==> config.mk <==
export PLATFORM = sky130hd
export DESIGN_NAME = wrs_ctrl
export DESIGN_NICKNAME = d
export VERILOG_FILES = /design/src/rtl/wrs_pkg.sv /design/src/rtl/wrs_ctrl.sv
export SDC_FILE = /design/constraint.sdc
export NUM_CORES = 1
export LEC_CHECK = 0
export ABC_CLOCK_PERIOD_IN_PS = 1200
export BUFFER_PORTS_ARGS = -buffer_cell sky130_fd_sc_hd__buf_4
export CAP_MARGIN = 30
export CELL_PAD_IN_SITES_DETAIL_PLACEMENT = 1
export CELL_PAD_IN_SITES_GLOBAL_PLACEMENT = 2
export CORE_ASPECT_RATIO = 1.4
export CORE_MARGIN = 5
export CORE_UTILIZATION = 21
export CTS_CLUSTER_SIZE = 8
export DETAILED_ROUTE_END_ITERATION = 7
export PLACE_DENSITY_LB_ADDON = 0.15
export SETUP_SLACK_MARGIN = 0.05
export SKIP_LAST_GASP = 1
export SYNTH_ARGS = -nofsm -noshare
export SYNTH_HDL_FRONTEND = slang
export SYNTH_SLANG_ARGS = --single-unit
export TNS_END_PERCENT = 30
==> constraint.sdc <==
create_clock -name clock -period 1.2 [get_ports clock]
set_input_delay 0.18 -clock clock [delete_from_list [all_inputs] [get_ports clock]]
set_output_delay 0.18 -clock clock [all_outputs]
set_load 0.02 [all_outputs]
==> src/rtl/wrs_pkg.sv <==
// Shared constants, types and helpers for the weighted rank scan core.
package wrs_pkg;

   localparam int PROB_FRAC_BITS = 16;
   localparam int MAX_IND        = 4096;
   localparam int CFG_W          = 13;
   localparam int PROB_W         = 17;
   localparam int RANK_W         = 14;
   localparam int LOD_W          = 48;
   localparam int SUM_P_W        = 29;
   localparam int SUM_Q_W        = 45;
   localparam int SUM_R_W        = 43;
   localparam int TOT_W          = 64;
   localparam int CNT_W          = 13;
   localparam int DIST_W         = 43;
   localparam int NN1_W          = 25;
   localparam int MUL_W          = 152;
   localparam int MUL_B_W        = 64;
   localparam int DIV_W          = 128;
   localparam int QUO_W          = 64;
   localparam int STEP_W         = 8;

   localparam logic [PROB_W-1:0]  PROB_ONE   = PROB_W'(1 << PROB_FRAC_BITS);
   localparam logic [CFG_W-1:0]   IND_MIN    = CFG_W'(2);
   localparam logic [CFG_W-1:0]   IND_MAX    = CFG_W'(MAX_IND);
   localparam logic [CFG_W-1:0]   IND_RESET  = CFG_W'(2);
   localparam logic [30:0]        INV_LN10   = 31'd1865280597;
   localparam logic [STEP_W-1:0]  TERM_STEPS = STEP_W'(DIV_W + 31 - PROB_FRAC_BITS);
   localparam logic [STEP_W-1:0]  LOD_STEPS  = STEP_W'(DIV_W);
   localparam logic [LOD_W-1:0]   LOD_MAX    = {LOD_W{1'b1}};

   typedef enum logic [3:0] {
      ST_IDLE,
      ST_CLOSE,
      ST_CHECK,
      ST_MUL_SQ,
      ST_MUL_WGT,
      ST_DIV_TERM,
      ST_ADD,
      ST_LOD_START,
      ST_LOD_MUL,
      ST_LOD_DIV,
      ST_EMIT
   } wrs_state_type;

   typedef struct packed {
      logic ready;
      logic accept;
      logic close;
      logic skip;
      logic mul_sq;
      logic mul_wgt;
      logic mul_lod;
      logic div_term;
      logic div_lod;
      logic add_term;
      logic emit;
   } wrs_cmd_type;

   typedef struct packed {
      logic group_end;
      logic last;
      logic den_zero;
      logic mul_busy;
      logic div_busy;
      logic ovf;
      logic out_free;
   } wrs_sts_type;

   function automatic logic [CFG_W-1:0] group_size(input logic [CFG_W-1:0] cnt);
      logic [CFG_W-1:0] n;
      n = cnt;
      if (cnt < IND_MIN) n = IND_MIN;
      else if (cnt > IND_MAX) n = IND_MAX;
      return n;
   endfunction

endpackage

==> src/rtl/wrs_ctrl.sv <==
// Controller: sequences accumulation, group close, term division and LOD scaling.
module wrs_ctrl (
   input  logic                  clock,
   input  logic                  reset,
   input  logic                  req_valid,
   input  wrs_pkg::wrs_sts_type  sts,
   output wrs_pkg::wrs_cmd_type  cmd
);
   import wrs_pkg::*;

   wrs_state_type state_ff, state_in;

   always_ff @(posedge clock) begin
      if (reset) state_ff <= ST_IDLE;
      else       state_ff <= state_in;
   end

   always_comb begin
      state_in = state_ff;
      cmd      = '0;
      unique case (state_ff)
         ST_IDLE: begin
            cmd.ready = 1'b1;
            if (req_valid) begin
               cmd.accept = 1'b1;
               if (sts.group_end) state_in = ST_CLOSE;
            end
         end
         ST_CLOSE: begin
            cmd.close = 1'b1;
            state_in  = ST_CHECK;
         end
         ST_CHECK: begin
            if (sts.den_zero) begin
               cmd.skip = 1'b1;
               state_in = sts.last ? ST_LOD_START : ST_IDLE;
            end else begin
               cmd.mul_sq = 1'b1;
               state_in   = ST_MUL_SQ;
            end
         end
         ST_MUL_SQ: begin
            if (!sts.mul_busy) begin
               cmd.mul_wgt = 1'b1;
               state_in    = ST_MUL_WGT;
            end
         end
         ST_MUL_WGT: begin
            if (!sts.mul_busy) begin
               if (sts.ovf) begin
                  state_in = ST_ADD;
               end else begin
                  cmd.div_term = 1'b1;
                  state_in     = ST_DIV_TERM;
               end
            end
         end
         ST_DIV_TERM: begin
            if (!sts.div_busy) state_in = ST_ADD;
         end
         ST_ADD: begin
            cmd.add_term = 1'b1;
            state_in     = sts.last ? ST_LOD_START : ST_IDLE;
         end
         ST_LOD_START: begin
            cmd.mul_lod = 1'b1;
            state_in    = ST_LOD_MUL;
         end
         ST_LOD_MUL: begin
            if (!sts.mul_busy) begin
               cmd.div_lod = 1'b1;
               state_in    = ST_LOD_DIV;
            end
         end
         ST_LOD_DIV: begin
            if (!sts.div_busy) state_in = ST_EMIT;
         end
         ST_EMIT: begin
            if (sts.out_free) begin
               cmd.emit = 1'b1;
               state_in = ST_IDLE;
            end
         end
         default: state_in = ST_IDLE;
      endcase
   end
endmodule

Word-level counts from Yosys, hierarchy flattened:

Index checks and enable logic that the tools add are counted.

* bits in registers: 4
* input bits: 10
* output and inout bits: 11

* eq/ne operators: 18
* multiplexer cells: 28
* reductions and logical operators: 2

Operators with widths (count)
* case mux 4 bit (11 select lines): 1
* 2-to-1 mux 4 bit: 8
* equality test 4 x 3 -> 1 bit (second input constant): 4
* != test 2 bit (second input constant): 8
* 2-to-1 mux 1 bit: 14
* equality test 4 bit (second input constant): 3
* equality test 4 x 2 -> 1 bit (second input constant): 2
* AND reduction 8 bit: 1
* 2-to-1 mux 2 bit: 3
* 2-to-1 mux 3 bit: 2
* equality test 4 x 1 -> 1 bit (second input constant): 1
* logical NOT 4 bit: 1

Depth between registers and ports, before layout:

Gate-level depths: netlist (run 1).

* depth in word-level cells: 3
* mapped depth: 5

Least setup slack after synthesis (run 1):

Ideal clock, no wire load.

* kind: register -> output
* from: register state_ff[1]
* to: output port cmd[2] (netlist bit)
* arrival time: 1.379 ns
* required time: 1.020 ns
* slack: -0.359 ns
* cell stages (with the launch flop): 4
* buffers on the path: 1
* cell sequence: dfxtp_1 -> buf_2 -> nor2_1 -> nor4bb_1

RTL lines
* from (decl): line wrs_ctrl.sv:11 `wrs_state_type state_ff, state_in;`
* from (signal assigned): line wrs_ctrl.sv:15 `else state_ff <= state_in;`
* to (decl): line wrs_ctrl.sv:7 `output wrs_pkg::wrs_cmd_type cmd`

==> results of run 1 <==
power by group through the flow:
stage / logic, uW / registers, uW / clock network, uW
CTS: 1110 / 249 / 173
finish: 1130 / 255 / 164
floorplan: 622 / 206 / 0
detailed placement: 1030 / 236 / 0
global placement: 1010 / 231 / 0
global route: 1240 / 263 / 184
per-layer routing:
| metal | global-route usage, % | up-vias | share of wire (%) |
|---|---|---|---|
| li1 | - | 293 | - |
| met1 | 11.6 | 275 | 40 |
| met2 | 19.5 | 18 | 53 |
| met3 | 1.58 | 5 | 3.9 |
| met4 | 6.89 | 0 | 3.0 |
| met5 | 0 | - | 0 |
layout make-up:
class | count | area, um^2
Tap cell | 22 | 27.5
Sequential cell | 4 | 92.6
Clock buffer | 3 | 22.5
Timing Repair Buffer | 40 | 319
Multi-Input combinational cell | 49 | 382
Inverter | 2 | 7.51
Fill cell | 271 | 1330
cells by family after synthesis:
family | Yosys count | share of synthesized area, %
AO/OA/AOI/OAI | 16 | 31.8
XOR/XNOR | 1 | 1.84
buffers and inverters | 6 | 8.40
AND/OR/NAND/NOR | 32 | 41.2
flip-flops | 4 | 16.8
worst register-to-register path, delay by kind of cell, from the launching register on:
kind                   cells  cell delay (ns)
AND/OR/NAND/NOR            2             0.47
flip-flops                 1             0.36
buffers and inverters      1             0.13
AO/OA/AOI/OAI              2             0.30
through the flow:
step / utilization (%) / TNS, ns
after floorplan: - / -1.25
after global placement: 34.1 / -1.21
after detailed placement: 34.1 / -1.60
after CTS: 37.6 / -3.34
after global routing: 39.1 / -4.13
final: 39.1 / -2.86
worst max-delay path by stage:
stage	startpoint	cells after the start	slack [ns]	endpoint
after floorplan	state_ff[2]	5	-0.23	state_ff[1]
after global placement	state_ff[3]	5	-0.21	state_ff[0]
after detailed placement	state_ff[1]	5	-0.22	state_ff[1]
after CTS	state_ff[2]	4	-0.33	cmd[9]
after global routing	state_ff[0]	4	-0.37	cmd[9]
final	state_ff[0]	4	-0.30	cmd[9]
timing repair:
action	in CTS	in global routing
gates resized for setup	12	4
pin swaps	3	1
gates cloned	0	0
buffers inserted	3	2
endpoints found under the setup margin	15	15
cell usage in the layout, fill, tap and decap left out, types with 2 or more instances in the layout:
cell / n
buf_4: 35
nor2_1: 8
nand2_1: 5
buf_6: 5
nor2_2: 4
a31oi_1: 3
a211oi_2: 3
clkbuf_4: 3
dfxtp_4: 3
nor3_1: 2
and2_4: 2
inv_1: 2
a21oi_1: 2
==> flow_summary.ini, run 1 <==
[status]
status = finished with violations
violations = setup timing

[timing]
fin_ws_ns = -0.301
max-slew-margin-rel_pct = 80.7
min_period_ns = 1.50
drv_slew = 0
skew_ns = 0.00232
setup_viol_count_final = 15
clock.fmax_mhz = 666
worst_pin_slew_ns = 0.289
holdWs_ns = 0.143
rsz0062_at_grt = true
fin_crit_sh_pct = 125
finalHoldViolCount = 0

[setup_path]
required_ns = 1.02
r2r-start = state_ff[0]
r2r_cells = 5
arrival_ns = 1.32
cp_slowest_cell = dfxtp_4
crit_path_start_kind = flop
end_kind = output pin
path_max_fanout = 7
path_buf_inv = 2
crit_top_cell = buf_6
rr_endpoint = state_ff[0]
reg2reg_slack_ns = -0.18
path_cells = buf_6 -> nor4_4 -> and2_4 -> buf_6
crit_type = reg2out
cp_top_family = simple AND/OR/NAND/NOR gates
cpPeakStageDelay_ns = 0.36

[job]
cap_violations = 0

[pwr]
power_switching_uw = 636
internal_power_uw = 911
ir_drop_mv = 0.986
power_uw = 1550
sequentialPowerShare_pct = 16.5
combPwrFrac_pct = 72.9
swShare_pct = 41.1
power_density_nw_per_um2 = 1820
clkPwrFrac_pct = 10.6
p_leak_uw = 0.000406

[global_route]
grt_usage_pct = 10.9
overflow = 0
antenna_found_initial = 0
grt_pass1_vias = 659
grt_pass1_wl_mm = 2.82
grt_max_degree = 11

[logic_synthesis]
synth_area_per_cell_um2 = 8.08
yosys.cell_types.count = 33
ys_seq_area_share_pct = 16.8
synth_warnings = 0
async_flop_share_pct = 0
synthDominantCellAreaShare_pct = 16.8
syn-num-nets = 69
syn_inst = 59
synth_ff_type = dfxtp_1
yosysTopAreaCell = dfxtp_1
syn_area_um2 = 477
ys_ff_latch = 4
post-synth-top-count-cell = nor2_1
synth_edf_count = 0
synth_common_cells = nor2_1 (11), nand2_1 (5), dfxtp_1 (4)
synth.area.top_cells = dfxtp_1 (17%), nor2_1 (8.7%), a211oi_2 (7.9%), buf_6 (4.7%), nor4_4 (4.5%)

[layout]
design_area_um2 = 851
regMostFlops = state_ff
area_delta_synth_final_pct = 78.5
insertedDiodeCount = 0
layout-drive-gt1-share_pct = 65.3
fin_cells = 120
top_regs = state_ff (4)
nNetsFinal = 110
largest_reg_flops = 4

[clock_network]
root_buffer = clkbuf_4
clock_sinks = 4
htree_levels = 1
clk_pin_slew_ns = 0.04
cts-buffers-inserted = 3
cts-hold-fix-buffers = 0
clk_latency_ns = 0.23
clock_path_buffers = 2
cts_tree = done

[die]
die_w_um = 50.3
rows = 20
fp.dieArea_um2 = 3340
ios = 21
start_util_pct = 21.9
die_height_um = 66.4
core_um2 = 2180

[placement]
port-buffer-count = 20
pre_cts_ws_ns = -0.220
routabilityCongestion = 0.779
dp.final_hpwl_mm = 1.32
placed_area_um2 = 742
placed_cells = 112

[detailed_routing]
wl_per_cell_um = 13.5
firstDrtPassIters = 2
drt_iter0_markers = 3
ant_nets = 0
drc = 0
via_count = 591
vias_per_cell = 4.93
wirelength_mm = 1.62

[hold_path]
hold_start = reset
hp-class = in2reg
hold_depth = 2
whs_endpoint = state_ff[3]
No activity file was read; power rests on OpenSTA's default activity.
==> inputs of run 2 (changes only) <==
- BUFFER_PORTS_ARGS: -buffer_cell sky130_fd_sc_hd__buf_4 -> -buffer_cell sky130_fd_sc_hd__buf_2
==> run 2 against run 1 <==
  * The flow still finishes with violations (setup timing)
  * Worst setup slack better by 0.012 ns
  * Sequential share of layout area is 0.81 points higher
  * Global-route usage is 0.50 points lower
  * Worst hold slack better by 0.027 ns
  * Total power is 7.2% lower
  * Critical endpoint unchanged
  * Via count is 3.7% lower
  * Flip-flop and latch count stayed put
  * Non-clock buffer count is 6 lower
==> flow_summary.ini, run 2 (synthesis results as in run 1) <==
[setup_path]
crit_path_start_kind = flop
reg2reg_slack_ns = -0.18
crit_type = reg2out
startpoint = state_ff[0]
arrival_ns = 1.31
end_kind = output pin
r2r_cells = 5
rr_endpoint = state_ff[1]
required_ns = 1.02
r2r-start = state_ff[0]
crit_end = cmd[9]
path_max_fanout = 7

[die]
die_height_um = 66.4
fp.dieArea_um2 = 3340
rows = 20
die_w_um = 50.3
start_util_pct = 21.9
ios = 21
core_um2 = 2180

[global_route]
grt_usage_pct = 10.4
grt_pass1_vias = 618
grt_pass1_wl_mm = 2.70
overflow = 0
grt_max_degree = 10
antenna_found_initial = 0

[placement]
dp.final_hpwl_mm = 1.27
routabilityCongestion = 0.815
port-buffer-count = 20
pre_cts_ws_ns = -0.173

[layout]
multiInputGateArea_um2 = 389
nNetsFinal = 104
area_delta_synth_final_pct = 61.7
insertedDiodeCount = 0
fillers = 266
final_common_cell = buf_2
layout_common_cells = buf_2 (16), buf_4 (13), nor2_1 (8), nand2_1 (5), buf_6 (5)
layout-drive-gt1-share_pct = 64.1
top_regs = state_ff (4)
regMostFlops = state_ff
largest_reg_flops = 4
regArea_um2 = 90.1

[hold_path]
hp-class = in2reg

[detailed_routing]
wl_per_cell_um = 13.7
drc = 0
drt_iter0_markers = 4
ant_nets = 0
firstDrtPassIters = 4
vias_per_cell = 4.99
via_count = 569
wirelength_mm = 1.56

[pwr]
ir_drop_mv = 0.797
power_switching_uw = 629
power_uw = 1440
clkPwrFrac_pct = 11.6
internal_power_uw = 808
combPwrFrac_pct = 71.2
swShare_pct = 43.8
sequentialPowerShare_pct = 17.2
power_density_nw_per_um2 = 1860
p_leak_uw = 0.000366

[timing]
min_period_ns = 1.49
tns_ns = -2.57
fin_ws_ns = -0.289
skew_ns = 0.00229
rsz0062_at_grt = true
finalHoldViolCount = 0
clock.fmax_mhz = 672
fin_crit_sh_pct = 124
max-slew-margin-rel_pct = 82.0
holdWs_ns = 0.170
setup_viol_count_final = 15
drv_slew = 0
worst_pin_slew_ns = 0.271

[job]
cap_violations = 0

[status]
status = finished with violations
violations = setup timing

[clock_network]
cts-buffers-inserted = 3
clk_pin_slew_ns = 0.04
clock_path_buffers = 2
clock_sinks = 4
root_buffer = clkbuf_4
clk_latency_ns = 0.24
cts_tree = done
htree_levels = 1
run 2: cell count changes in the layout (fill, tap and decap cells not counted):
cell      delta
nand2b_4     +1
buf_2       +16
nand2b_1     -1
dfxtp_4      -1
buf_4       -22
dfxtp_2      +1
run 2: metrics by stage:
step / instance area, um^2 / std cells / utilization [%]
after detailed placement: 677 / 110 / 31.1
after global routing: 771 / 114 / 35.4
after global placement: 677 / 110 / 31.1
after CTS: 754 / 114 / 34.7
final: 771 / 114 / 35.4
after floorplan: 484 / 59 / -
run 2: critical path, stage by stage (launching register included):
cell and delay (ns):
dfxtp_4 0.36, buf_6 0.12, nor4_4 0.30, and2_4 0.19
buf_6 0.11
run 2: layout make-up:
type,instances,area share [%]
clock buffers,3,2.92
inverters,2,0.974
multi-input cells,49,50.5
flip-flops and latches,4,11.7
well taps,22,3.57
repair buffers,34,30.4
run 2: power groups by stage:
| stage | sequential [uW] | clock (uW) | combinational [uW] |
|---|---|---|---|
| 2_1_floorplan | 206 | 0 | 622 |
| 3_3_place_gp | 230 | 0 | 927 |
| 3_5_place_dp | 228 | 0 | 933 |
| 4_1_cts | 246 | 170 | 1000 |
| 5_1_grt | 258 | 180 | 1120 |
| 6_report | 247 | 167 | 1020 |
run 2: layer usage:
layer | GRT usage, % | share of wire (%)
met2 | 17.8 | 50
met5 | 0 | 0
met1 | 12.3 | 43
met4 | 5.90 | 2.0
met3 | 1.13 | 4.7
run 2: worst min path at each step:
stage | depth (start not counted) | end | start | slack, ns
after floorplan | 1 | state_ff[2] | reset | 0.24
after global placement | 2 | state_ff[2] | reset | 0.42
after detailed placement | 2 | state_ff[2] | reset | 0.42
after CTS | 2 | state_ff[2] | reset | 0.17
after global routing | 2 | state_ff[2] | reset | 0.17
final | 2 | state_ff[2] | reset | 0.17
run 2: timing repair:
| action | in CTS | in global routing |
|---|---|---|
| hold buffers | 0 | 0 |
| endpoints found under the setup margin | 15 | 15 |
| buffers inserted | 1 | 0 |
| pin swaps | 4 | 2 |
| gates resized for setup | 16 | 4 |
